==> src/swas_pkg.sv <==
// swas_pkg: types, constants and helpers shared by the ARQ sender files
`timescale 1ns / 1ps
package swas_pkg;

   // window geometry
   localparam int MAX_WINDOW = 32;
   localparam int MIN_WINDOW = 10;
   localparam int SLOT_W     = $clog2(MAX_WINDOW);
   localparam int WIN_W      = 6;
   localparam int SEQ_W      = 6;
   localparam int FRAME_W    = 24;
   localparam int FBIT_W     = $clog2(FRAME_W);

   // configuration port
   localparam int CSR_IDX_W  = 2;
   localparam int CSR_DATA_W = 24;
   localparam logic [CSR_IDX_W-1:0] CSR_WINDOW_SIZE  = 2'd0;
   localparam logic [CSR_IDX_W-1:0] CSR_TOTAL_FRAMES = 2'd1;

   // reset value of the window size register
   localparam logic [WIN_W-1:0] WINDOW_RESET = 6'd10;

   // command codes
   typedef enum logic [1:0] {
      CMD_START   = 2'd0,
      CMD_ACK     = 2'd1,
      CMD_NACK    = 2'd2,
      CMD_TIMEOUT = 2'd3
   } cmd_type;

   // request word
   typedef struct packed {
      logic [1:0]       command;
      logic [SEQ_W-1:0] ack_seq;
   } req_type;

   // response word
   typedef struct packed {
      logic               send_valid;
      logic [SLOT_W-1:0]  slot_index;
      logic [SEQ_W-1:0]   seq_number;
      logic [FRAME_W-1:0] frame_number;
      logic               transfer_done;
      logic               ack_miss;
      logic               last;
   } rsp_type;

   // clamp the programmed size into the supported window range
   function automatic logic [WIN_W-1:0] win_clamp(input logic [WIN_W-1:0] ws);
      logic [WIN_W-1:0] w;
      w = ws;
      if (ws < WIN_W'(MIN_WINDOW)) w = WIN_W'(MIN_WINDOW);
      if (ws > WIN_W'(MAX_WINDOW)) w = WIN_W'(MAX_WINDOW);
      return w;
   endfunction

endpackage

==> src/sliding_window_arq_sender_top.sv <==
// sliding window arq sender: slot walker, frame store and response staging
// One slot is visited per cycle by the shared walker, unless a waiting response word stalls it.
// Throughput: one command at a time; rsp_stall holds the walker while a word waits.
// A window_size write recomputes the sequence counter bit-serially over the 24 frame bits.
// Reset (synchronous, active high) empties every slot and clears all pointers and counters.
`timescale 1ns / 1ps
module sliding_window_arq_sender_top (
   input  logic                                 clock,
   input  logic                                 reset,
   input  logic                                 req_valid,
   output logic                                 req_stall,
   input  swas_pkg::req_type                    req_data,
   output logic                                 rsp_valid,
   input  logic                                 rsp_stall,
   output swas_pkg::rsp_type                    rsp_data,
   input  logic                                 csr_valid,
   output logic                                 csr_ready,
   input  logic [swas_pkg::CSR_IDX_W-1:0]       csr_index,
   input  logic [swas_pkg::CSR_DATA_W-1:0]      csr_data
);

   // sequencer states
   typedef enum logic [7:0] {
      ST_IDLE   = 8'b0000_0001,
      ST_MOD    = 8'b0000_0010,
      ST_FILL   = 8'b0000_0100,
      ST_WALK   = 8'b0000_1000,
      ST_REFILL = 8'b0001_0000,
      ST_SKIP   = 8'b0010_0000,
      ST_NACK   = 8'b0100_0000,
      ST_TOUT   = 8'b1000_0000
   } state_type;

   localparam int SW = swas_pkg::SLOT_W;
   localparam int WW = swas_pkg::WIN_W;
   localparam int QW = swas_pkg::SEQ_W;
   localparam int FW = swas_pkg::FRAME_W;
   localparam int BW = swas_pkg::FBIT_W;

   state_type               state_ff, state_in;
   logic [WW-1:0]           window_size_ff, window_size_in;
   logic [FW-1:0]           total_frames_ff, total_frames_in;
   logic [swas_pkg::MAX_WINDOW-1:0] slot_valid_ff, slot_valid_in;
   logic [SW-1:0]           top_ff, top_in;
   logic [SW-1:0]           p_ff, p_in;
   logic [WW-1:0]           i_ff, i_in;
   logic [FW-1:0]           next_frame_ff, next_frame_in;
   logic [QW-1:0]           next_seq_ff, next_seq_in;
   logic [QW-1:0]           outstanding_ff, outstanding_in;
   logic                    more_ff, more_in;
   logic [QW-1:0]           ack_ff, ack_in;
   logic [QW-1:0]           mod_rem_ff, mod_rem_in;
   logic [BW-1:0]           mod_cnt_ff, mod_cnt_in;
   swas_pkg::rsp_type       pend_ff, pend_in;
   logic                    pend_valid_ff, pend_valid_in;
   swas_pkg::rsp_type       rsp_data_ff, rsp_data_in;
   logic                    rsp_valid_ff, rsp_valid_in;

   // frame store, no reset: read only where the valid bit is set
   logic [QW-1:0]           seq_mem   [swas_pkg::MAX_WINDOW];
   logic [FW-1:0]           frame_mem [swas_pkg::MAX_WINDOW];
   logic                    mem_we;

   logic [WW-1:0]           w_eff;
   logic [WW:0]             two_w;
   logic [SW-1:0]           nxt_p;
   logic [SW-1:0]           top_clamp;
   logic [QW-1:0]           seq_inc;
   logic [QW-1:0]           ack_rem;
   logic                    have_frame;
   logic                    rd_valid;
   logic [QW-1:0]           rd_seq;
   logic [FW-1:0]           rd_frame;
   logic                    out_free;
   logic                    i_done;
   logic                    req_acc;
   logic                    csr_acc;
   logic [WW:0]             mod_t;
   logic [WW:0]             mod_sub;

   // emit / finish strobes from the sequencer
   logic                    emit;
   logic [SW-1:0]           emit_slot;
   logic [QW-1:0]           emit_seq;
   logic [FW-1:0]           emit_frame;
   logic                    fin;
   logic                    fin_done;
   logic                    fin_miss;
   swas_pkg::rsp_type       fin_word;

   // window arithmetic
   assign w_eff      = swas_pkg::win_clamp(window_size_ff);
   assign two_w      = {w_eff, 1'b0};
   assign nxt_p      = (({1'b0, p_ff} + WW'(1)) == w_eff) ? '0 : p_ff + SW'(1);
   assign top_clamp  = ({1'b0, top_ff} >= w_eff) ? '0 : top_ff;
   assign seq_inc    = (({1'b0, next_seq_ff} + (WW+1)'(1)) == two_w) ? '0
                                                                  : next_seq_ff + QW'(1);
   assign ack_rem    = (outstanding_ff == '0) ? '0 : outstanding_ff - QW'(1);
   assign have_frame = next_frame_ff < total_frames_ff;
   assign i_done     = i_ff == w_eff;

   // slot read at the walk pointer
   assign rd_valid = slot_valid_ff[p_ff];
   assign rd_seq   = seq_mem[p_ff];
   assign rd_frame = frame_mem[p_ff];

   // handshakes
   assign out_free  = !rsp_valid_ff || !rsp_stall;
   assign csr_ready = state_ff == ST_IDLE;
   assign req_stall = (state_ff != ST_IDLE) || csr_valid;
   assign req_acc   = req_valid && !req_stall;
   assign csr_acc   = csr_valid && csr_ready;
   assign rsp_valid = rsp_valid_ff;
   assign rsp_data  = rsp_data_ff;

   // one restoring step of next_frame mod 2W
   assign mod_t   = {mod_rem_ff, next_frame_ff[mod_cnt_ff]};
   assign mod_sub = (mod_t >= two_w) ? mod_t - two_w : mod_t;

   // sequencer
   always_comb begin
      state_in        = state_ff;
      window_size_in  = window_size_ff;
      total_frames_in = total_frames_ff;
      slot_valid_in   = slot_valid_ff;
      top_in          = top_ff;
      p_in            = p_ff;
      i_in            = i_ff;
      next_frame_in   = next_frame_ff;
      next_seq_in     = next_seq_ff;
      outstanding_in  = outstanding_ff;
      more_in         = more_ff;
      ack_in          = ack_ff;
      mod_rem_in      = mod_rem_ff;
      mod_cnt_in      = mod_cnt_ff;
      mem_we          = 1'b0;
      emit            = 1'b0;
      emit_slot       = p_ff;
      emit_seq        = rd_seq;
      emit_frame      = rd_frame;
      fin             = 1'b0;
      fin_done        = 1'b0;
      fin_miss        = 1'b0;
      case (state_ff)
         ST_IDLE: begin
            if (csr_acc) begin
               case (csr_index)
                  swas_pkg::CSR_WINDOW_SIZE: begin
                     window_size_in = csr_data[WW-1:0];
                     mod_rem_in     = '0;
                     mod_cnt_in     = BW'(FW - 1);
                     state_in       = ST_MOD;
                  end
                  swas_pkg::CSR_TOTAL_FRAMES: begin
                     total_frames_in = csr_data[FW-1:0];
                  end
                  default: begin
                  end
               endcase
            end else if (req_acc) begin
               i_in = '0;
               case (swas_pkg::cmd_type'(req_data.command))
                  swas_pkg::CMD_START: begin
                     slot_valid_in  = '0;
                     top_in         = '0;
                     p_in           = '0;
                     next_frame_in  = '0;
                     next_seq_in    = '0;
                     outstanding_in = '0;
                     state_in       = ST_FILL;
                  end
                  swas_pkg::CMD_ACK: begin
                     top_in   = top_clamp;
                     p_in     = top_clamp;
                     ack_in   = req_data.ack_seq;
                     state_in = (outstanding_ff > QW'(1)) ? ST_WALK : ST_REFILL;
                  end
                  swas_pkg::CMD_NACK: begin
                     top_in   = top_clamp;
                     p_in     = top_clamp;
                     state_in = ST_NACK;
                  end
                  default: begin
                     top_in   = top_clamp;
                     p_in     = '0;
                     state_in = ST_TOUT;
                  end
               endcase
            end
         end
         // bit-serial remainder after a window size change
         ST_MOD: begin
            mod_rem_in = mod_sub[QW-1:0];
            mod_cnt_in = mod_cnt_ff - BW'(1);
            if (mod_cnt_ff == '0) begin
               next_seq_in = mod_sub[QW-1:0];
               state_in    = ST_IDLE;
            end
         end
         // load frames into slots from slot zero
         ST_FILL: begin
            if (out_free) begin
               if (i_done) begin
                  fin      = 1'b1;
                  state_in = ST_IDLE;
               end else if (!have_frame) begin
                  more_in  = 1'b0;
                  fin      = 1'b1;
                  state_in = ST_IDLE;
               end else begin
                  mem_we            = 1'b1;
                  slot_valid_in[p_ff] = 1'b1;
                  next_frame_in     = next_frame_ff + FW'(1);
                  next_seq_in       = seq_inc;
                  outstanding_in    = outstanding_ff + QW'(1);
                  more_in           = 1'b1;
                  emit              = 1'b1;
                  emit_seq          = next_seq_ff;
                  emit_frame        = next_frame_ff;
                  p_in              = nxt_p;
                  i_in              = i_ff + WW'(1);
               end
            end
         end
         // resend valid slots until the acked number turns up or the window runs out
         ST_WALK: begin
            if (out_free) begin
               if (i_done) begin
                  fin      = 1'b1;
                  fin_miss = 1'b1;
                  state_in = ST_IDLE;
               end else if (rd_valid && (rd_seq == ack_ff)) begin
                  state_in = ST_REFILL;
               end else begin
                  emit = rd_valid;
                  p_in = nxt_p;
                  i_in = i_ff + WW'(1);
               end
            end
         end
         // refill or retire the acked slot
         ST_REFILL: begin
            if (out_free) begin
               outstanding_in = ack_rem;
               more_in        = more_ff && have_frame;
               if (more_ff && have_frame) begin
                  mem_we              = 1'b1;
                  slot_valid_in[p_ff] = 1'b1;
                  next_frame_in       = next_frame_ff + FW'(1);
                  next_seq_in         = seq_inc;
                  outstanding_in      = ack_rem + QW'(1);
                  emit                = 1'b1;
                  emit_seq            = next_seq_ff;
                  emit_frame          = next_frame_ff;
               end else begin
                  slot_valid_in[p_ff] = 1'b0;
               end
               top_in   = nxt_p;
               p_in     = nxt_p;
               i_in     = '0;
               state_in = ST_SKIP;
            end
         end
         // advance top to the next occupied slot
         ST_SKIP: begin
            if (out_free) begin
               if (i_done) begin
                  fin      = 1'b1;
                  fin_done = 1'b1;
                  state_in = ST_IDLE;
               end else if (rd_valid) begin
                  top_in   = p_ff;
                  fin      = 1'b1;
                  state_in = ST_IDLE;
               end else begin
                  p_in = nxt_p;
                  i_in = i_ff + WW'(1);
               end
            end
         end
         // resend the top slot
         ST_NACK: begin
            if (out_free) begin
               emit     = rd_valid;
               top_in   = nxt_p;
               p_in     = nxt_p;
               i_in     = '0;
               state_in = ST_SKIP;
            end
         end
         // resend every occupied slot
         ST_TOUT: begin
            if (out_free) begin
               if (i_done) begin
                  fin      = 1'b1;
                  state_in = ST_IDLE;
               end else begin
                  emit = rd_valid;
                  p_in = nxt_p;
                  i_in = i_ff + WW'(1);
               end
            end
         end
         default: begin
            state_in = ST_IDLE;
         end
      endcase
   end

   // closing word: held send or an empty word, with the status flags
   always_comb begin
      fin_word               = pend_valid_ff ? pend_ff : '0;
      fin_word.transfer_done = fin_done;
      fin_word.ack_miss      = fin_miss;
      fin_word.last          = 1'b1;
   end

   // one send is held back so the closing flags can land on it
   always_comb begin
      pend_in       = pend_ff;
      pend_valid_in = pend_valid_ff;
      rsp_data_in   = rsp_data_ff;
      rsp_valid_in  = rsp_valid_ff && rsp_stall;
      if (emit) begin
         if (pend_valid_ff) begin
            rsp_data_in  = pend_ff;
            rsp_valid_in = 1'b1;
         end
         pend_in.send_valid    = 1'b1;
         pend_in.slot_index    = emit_slot;
         pend_in.seq_number    = emit_seq;
         pend_in.frame_number  = emit_frame;
         pend_in.transfer_done = 1'b0;
         pend_in.ack_miss      = 1'b0;
         pend_in.last          = 1'b0;
         pend_valid_in         = 1'b1;
      end else if (fin) begin
         rsp_data_in   = fin_word;
         rsp_valid_in  = 1'b1;
         pend_valid_in = 1'b0;
      end
   end

   // control registers
   always_ff @(posedge clock) begin
      if (reset) begin
         state_ff        <= ST_IDLE;
         window_size_ff  <= swas_pkg::WINDOW_RESET;
         total_frames_ff <= '0;
         slot_valid_ff   <= '0;
         top_ff          <= '0;
         p_ff            <= '0;
         i_ff            <= '0;
         next_frame_ff   <= '0;
         next_seq_ff     <= '0;
         outstanding_ff  <= '0;
         more_ff         <= 1'b0;
         mod_cnt_ff      <= '0;
         pend_valid_ff   <= 1'b0;
         rsp_valid_ff    <= 1'b0;
      end else begin
         state_ff        <= state_in;
         window_size_ff  <= window_size_in;
         total_frames_ff <= total_frames_in;
         slot_valid_ff   <= slot_valid_in;
         top_ff          <= top_in;
         p_ff            <= p_in;
         i_ff            <= i_in;
         next_frame_ff   <= next_frame_in;
         next_seq_ff     <= next_seq_in;
         outstanding_ff  <= outstanding_in;
         more_ff         <= more_in;
         mod_cnt_ff      <= mod_cnt_in;
         pend_valid_ff   <= pend_valid_in;
         rsp_valid_ff    <= rsp_valid_in;
      end
   end

   // payload registers
   always_ff @(posedge clock) begin
      ack_ff      <= ack_in;
      mod_rem_ff  <= mod_rem_in;
      pend_ff     <= pend_in;
      rsp_data_ff <= rsp_data_in;
   end

   // frame store write
   always_ff @(posedge clock) begin
      if (mem_we) begin
         seq_mem[p_ff]   <= next_seq_ff;
         frame_mem[p_ff] <= next_frame_ff;
      end
   end

endmodule

==> config.mk <==
export PLATFORM = sky130hd
export DESIGN_NAME = sliding_window_arq_sender_top
export DESIGN_NICKNAME = d
export VERILOG_FILES = /design/src/swas_pkg.sv /design/src/sliding_window_arq_sender_top.sv
export SDC_FILE = /design/constraint.sdc
export NUM_CORES = 1
export LEC_CHECK = 0
export ABC_AREA = 1
export BUFFER_PORTS_ARGS = -buffer_cell sky130_fd_sc_hd__clkbuf_2
export CAP_MARGIN = 20
export CORE_AREA = 3 3 396 437
export CTS_BUF_LIST = sky130_fd_sc_hd__clkbuf_4 sky130_fd_sc_hd__clkbuf_8 sky130_fd_sc_hd__clkbuf_16
export CTS_CLUSTER_DIAMETER = 120
export DETAILED_ROUTE_END_ITERATION = 8
export DIE_AREA = 0 0 399 440
export GPL_TIMING_DRIVEN = 0
export PLACE_DENSITY_LB_ADDON = 0.12
export SETUP_SLACK_MARGIN = 0.1
export SLEW_MARGIN = 20
export SYNTH_ARGS = -nofsm -noshare
export SYNTH_HDL_FRONTEND = slang
export SYNTH_SLANG_ARGS = --single-unit
==> constraint.sdc <==
create_clock -name clock -period 7.4 [get_ports clock]
set_clock_uncertainty 0.2 [all_clocks]
set_input_delay 1.48 -clock clock [delete_from_list [all_inputs] [get_ports clock]]
set_output_delay 1.48 -clock clock [all_outputs]
set_load 0.005 [all_outputs]
---- Word level (Yosys, flattened, before mapping) ----
Memory sizes are Yosys's and may differ from the RTL's. A register that Yosys moved wholly into a read port is not among the register bits.
Index checks and enable logic that the tools add are counted.
cells by class
  bitwise logic cells ..................... 4
  div/mod/pow operators ................... 0
  reduce and logical (&&, ||, !) cells .... 37
  multipliers ............................. 0
  equality and inequality tests ........... 44
  shift-type cells ........................ 0
  $lt $le $gt $ge ......................... 9
  mux-type cells .......................... 165
  add/subtract/negate cells ............... 11
operator list
  operator                                                          number
  24-bit two-way mux                                                13
  32-bit two-way mux                                                8
  6-bit two-way mux                                                 40
  39-bit two-way mux                                                4
  5-bit two-way mux                                                 30
  8-bit two-way mux                                                 16
  32-bit one-hot mux with 3 select lines                            1
  24-bit one-hot mux with 3 select lines                            1
  8-bit one-hot mux with 7 select lines                             1
  24-bit one-hot mux with 2 select lines                            1
  2-bit != test (second input constant)                             18
  6-bit one-hot mux with 6 select lines                             1
  1-bit two-way mux                                                 34
  32-bit AND                                                        1
  32-bit inverter                                                   1
  32-bit bitwise OR                                                 1
  5-bit one-hot mux with 6 select lines                             1
  24-bit by 1-bit adder with 24-bit output (second input constant)  1
  6-bit by 1-bit adder with 6-bit output (second input constant)    4
  24-bit less-than comparator                                       1
  6-bit one-hot mux with 2 select lines                             2
  6-bit one-hot mux with 4 select lines                             1
  8-bit one-hot mux with 3 select lines                             1
  6-bit == test                                                     3
  other kinds (58)                                                  85
storage, ports and cells
  output and inout bits ................... 42
  flip-flop bits (word level) ............. 216
  memories kept ........................... 2
  bits in latches ......................... 0
  RAM bits ................................ 960
  memory bits (read-only) ................. 0
memories
  memory     depth  width  rd ports  clocked after memory_dff  wr ports  RTL line                             RTL
  frame_mem  32     24     1         1                         1         sliding_window_arq_sender_top.sv:61  logic [FW-1:0] frame_mem [swas_pkg::MAX_WINDOW];
  seq_mem    32     6      1         1                         1         sliding_window_arq_sender_top.sv:60  logic [QW-1:0] seq_mem [swas_pkg::MAX_WINDOW];

---- Longest topological paths before layout ----
  depth in word-level cells ............... 11
  depth in mapped cells ................... 24
  gate-level depth less buffers ........... 23

---- Worst setup path after synthesis ----
No wires, ideal clock.
  path kind ............................... register -> register
  from .................................... register next_frame_ff[17]
  to ...................................... memory frame_mem[0][0] in the netlist's numbering, enable pin
  required time ........................... 6746 ps
  path buffers ............................ 1
  cell stages (with the launch flop) ...... 13
  path slack .............................. 2239 ps
  clock period less this slack ............ 5161 ps
  setup time .............................. 454 ps
  arrival ................................. 4506 ps
  path through ............................ dfxtp_1 -> ha_1 -> a21oi_1 -> o21ai_0 -> nand2_1 -> o211ai_1 -> a21oi_1 -> a21boi_2 -> nand3_2 -> nand2_2 -> nand3_2 -> clkbuf_1 -> nor3_1
between the ends
  cells in the longest elaborated chain, start to end .. 7
ends and longest elaborated chain
  element                                                 RTL line                                                                    RTL
  start, declared                                         sliding_window_arq_sender_top.sv:47                                         logic [FW-1:0] next_frame_ff, next_frame_in;
  start signal, assigned                                  sliding_window_arq_sender_top.sv:369                                        next_frame_ff <= next_frame_in;
  24-bit less-than comparator *                           sliding_window_arq_sender_top.sv:99                                         assign have_frame = next_frame_ff < total_frames_ff;
  1-bit two-way mux or 1-bit logical AND (tied branches)  sliding_window_arq_sender_top.sv:206, sliding_window_arq_sender_top.sv:246
  1-bit two-way mux (on tied branches)                    sliding_window_arq_sender_top.sv:203, sliding_window_arq_sender_top.sv:246
  1-bit two-way mux (on tied branches)                    sliding_window_arq_sender_top.sv:202, sliding_window_arq_sender_top.sv:243
  1-bit one-hot mux with 2 select lines *                 sliding_window_arq_sender_top.sv:144                                        case (state_ff)
  1-bit two-way mux *                                     sliding_window_arq_sender_top.sv:389                                        if (mem_we) begin
  1-bit two-way mux (implied by the code) *               sliding_window_arq_sender_top.sv:391                                        frame_mem[p_ff] <= next_frame_ff;
  end, declared                                           sliding_window_arq_sender_top.sv:61
Mark *: on every way between the ends. The rest lies on a longest branch, timed or not.

---- Final worst setup path ----
  from .................................... register next_frame_ff[3]
  to ...................................... memory frame_mem[28][21] in the netlist's numbering, enable pin
Same word-level chain as after synthesis.

==> flow_summary_export.csv <==
group,metric,value,unit
floorplanning,fp-row-count,158,
timing,rsz0062_at_grt,"no",
routing,met3_length,14100,um
placement,place.gp.congestion,0.875,
setup_path,crit_chain,"buf_16, ha_1, a21oi_1, nand2_1, nand4_1, o211ai_1, nand2_1, nand2_1, nor2_1, nand2_1, nand2_2, nand3_2, clkbuf_1, nor3_2, buf_4, buf_4, buf_4, buf_4",
routing,dr.pass1.iters,5,
routing,postRouteAntennaNets,0,
min_path,hold_path.class,"reg2reg",
logic_synthesis,ys_seq_area_share,67.4,%
min_path,hold_depth,0,
routing,via_per_inst,5.33,
clock_network,cts.sinks,1181,
routing,top_layer,"met5",
logic_synthesis,ys_warn_count,0,
logic_synthesis,synth_area_leaders,"edfxtp_1, o21ai_0, dfxtp_1, nor2_1, nand2_1",
logic_synthesis,synth_top_area_share,62.1,%
floorplanning,die_w,399,um
logic_synthesis,synth_nets,4548,
timing,worst_slack,2.20,ns
global_routing,grt_pass1_wl,295000,um
setup_path,criticalPathCategory,"reg2reg",
pwr,p_total,20.6,mW
clock_network,cts_buffers,130,
logic_synthesis,yosysTopAreaCell,"edfxtp_1",
timing,finalHoldViolCount,0,
finish,syn2layout_area_growth,19.7,%
min_path,hold_path_startpoint,"emit_slot[2]",
floorplanning,io_pins,81,
logic_synthesis,synth_cell_types,55,
clock_network,cts_setup_buffers,0,
finish,instances_no_fill,7246,
timing,tns,0,ns
clock_network,hold_buffers,0,
placement,portBuffers,79,
logic_synthesis,synthArstFlopShare,0,%
routing,wl_met1,90100,um
placement,dp.cells,7010,
global_routing,grt_max_degree,41,
setup_path,required,7.68,ns
global_routing,antenna_found_initial,5,
global_routing,overflow,0,
timing,fin_crit,5.20,ns
timing,finalCritPeriodShare,70.3,%
finish,layout-drive-gt1-share,14.7,%
finish,fin_nets,4994,
clock_network,clkLatencyLatePin,0.79,ns
routing,finalWirelength,213000,um
logic_synthesis,syn-cell-area,50600,sq um
pwr,ir_worst_vdd,0.251,mV
setup_path,critPathTopFamily,"simple AND/OR/NAND/NOR gates",
outcome,status,"completed",
global_routing,grt_usage,23.8,%
timing,slew_violations,0,
placement,dpl_worst_slack,2.22,ns
timing,relSlewSlack,18.4,%
routing,wl_per_cell,29.3,um
setup_path,critical_path_arrival,5.48,ns
clock_network,htreeDepth,4,
routing,drt_iter0_drc,4446,
setup_path,critPathLaunchType,"flop",
logic_synthesis,ys.flop_type,"edfxtp_1",
floorplanning,die_h,440,um
setup_path,cp_max_fo,23,
floorplanning,start_util,30.0,%
timing,hold_ws,0.245,ns
timing,setup_viol_count_final,0,
routing,drcViolationCount,0,
clock_network,cts_root_buffer,"clkbuf_16",
logic_synthesis,synthCells,4456,
setup_path,r2r_start,"next_frame_ff[3]",
setup_path,rrSetupSlack,2.20,ns
logic_synthesis,syn_avg_cell_area,11.4,sq um
setup_path,r2r_end,"frame_mem[28][21]",
logic_synthesis,synth_edf_count,1046,
setup_path,critPathBufInv,6,
floorplanning,die_area,176000,sq um
logic_synthesis,ys_seq_elements,1181,
timing,tightest_slew,1.22,ns
clock_network,cts_max_path_buffers,3,
routing,wl_met2,101000,um
pwr,leakagePower,22.3,nW
routing,vias,38606,
clock_network,postCtsResizedCells,0,
global_routing,grt_pass1_vias,37003,
flow_run,drv_cap,0,
setup_path,cpMaxStageDelayCell,"dfxtp_2",
setup_path,r2r_cells,18,
min_path,min_to,"pend_ff[35]",
floorplanning,coreArea,169000,sq um
clock_network,clkTransAtPathRegs,0.07,ns
setup_path,slowest_delay,0.74,ns
pwr,p_per_area,341,nW/um^2
placement,hpwl,155000,um
setup_path,cp-end-kind,"flop",
timing,fmax,0.192,GHz
clock_network,cts_tree,"done",
-- worst register-to-register path, stage by stage, from the launching register on --
cell and delay, ns:
dfxtp_2 0.74, buf_16 0.26, ha_1 0.26, a21oi_1 0.14, nand2_1 0.07, nand4_1 0.07, o211ai_1 0.15, nand2_1 0.09
nand2_1 0.16, nor2_1 0.31, nand2_1 0.16, nand2_2 0.11, nand3_2 0.15, clkbuf_1 0.36, nor3_2 0.68, buf_4 0.33
buf_4 0.19, buf_4 0.20, buf_4 0.23
-- through the flow --
step / util, % / area [sq um]
floorplan: - / 50600
global placement: 31.9 / 53800
detailed placement: 33.4 / 56300
CTS: 35.9 / 60600
global route: 35.9 / 60600
finish: 35.9 / 60600
-- kinds of logic after synthesis --
logic type,after synthesis,share of synthesized area (%)
DFF,1181,67.4
adders and majority gates,53,1.33
buffers and inverters,508,4.07
and+or+nand+nor,1536,13.0
xor gates and xnor gates,33,0.571
AOI/OAI and AO/OA,1145,13.7
-- layout make-up --
cell class	count	area, sq um
Multi-Input combinational cell	2767	14600
Clock inverter	59	581
Fill cell	16704	108000
Buffer	299	1280
Inverter	209	785
Tap cell	2240	2800
Sequential cell	1181	34200
Timing Repair Buffer	314	2710
Antenna cell	3	7.51
Clock buffer	174	3640
-- power breakdown --
group          leakage, nW  total (mW)  internal [mW]  switching (mW)
logic                 8.26        6.29           1.59            4.70
clock network         2.12        6.58           3.79            2.78
registers             11.9        7.76           7.56           0.206
-- cells in the mapped netlist, types with 17 or more instances --
cell type / n
a211oi_1: 32
a21boi_0: 27
a21oi_1: 171
a31oi_1: 34
buf_2: 63
clkbuf_1: 212
dfxtp_1: 135
edfxtp_1: 1046
ha_1: 52
inv_1: 194
nand2_1: 516
nand3_1: 264
nand4_1: 37
nor2_1: 584
nor3_1: 78
o211a_1: 17
o211ai_1: 45
o21ai_0: 550
o21ai_1: 28
o221ai_1: 151
o22ai_1: 53
xor2_1: 25
-- worst max-delay path by stage --
| stage | startpoint | to | slack (ns) | cells past startpoint |
|---|---|---|---|---|
| after detailed placement | next_frame_ff[3] | frame_mem[28][21] | 2.22 | 18 |
| final | next_frame_ff[3] | frame_mem[28][21] | 2.20 | 18 |
| after global routing | next_frame_ff[3] | frame_mem[28][21] | 1.90 | 18 |
| after global placement | next_frame_ff[11] | frame_mem[20][21] | -4.92 | 13 |
| after CTS | next_frame_ff[3] | frame_mem[28][21] | 2.19 | 18 |
| after floorplan | next_frame_ff[17] | frame_mem[0][0] | 2.24 | 12 |
-- placed cells by master (no fill, tap or decap), types with 133 or more instances in the layout --
cell,count
clkbuf_16,133
o21ai_0,550
edfxtp_1,1046
clkbuf_1,208
buf_4,178
nand3_1,264
a21oi_1,171
nor2_1,583
o221ai_1,151
inv_1,193
nand2_1,515
-- metal layers --
metal / vias up / track usage [%]
met5: - / 0
met4: 4 / 8.37
met1: 19486 / 32.0
met2: 1574 / 39.2
li1: 17230 / -
met3: 312 / 3.63
-- flip-flops by register name, indices dropped and copies added, names as in the netlist, 8 cells and up, named ones only --
register         flops
frame_mem          768
next_frame_ff       24
pend_ff             35
rsp_data            39
seq_mem            192
slot_valid_ff       32
state_ff             8
total_frames_ff     24
No activity file was read; power rests on OpenSTA's default activity.
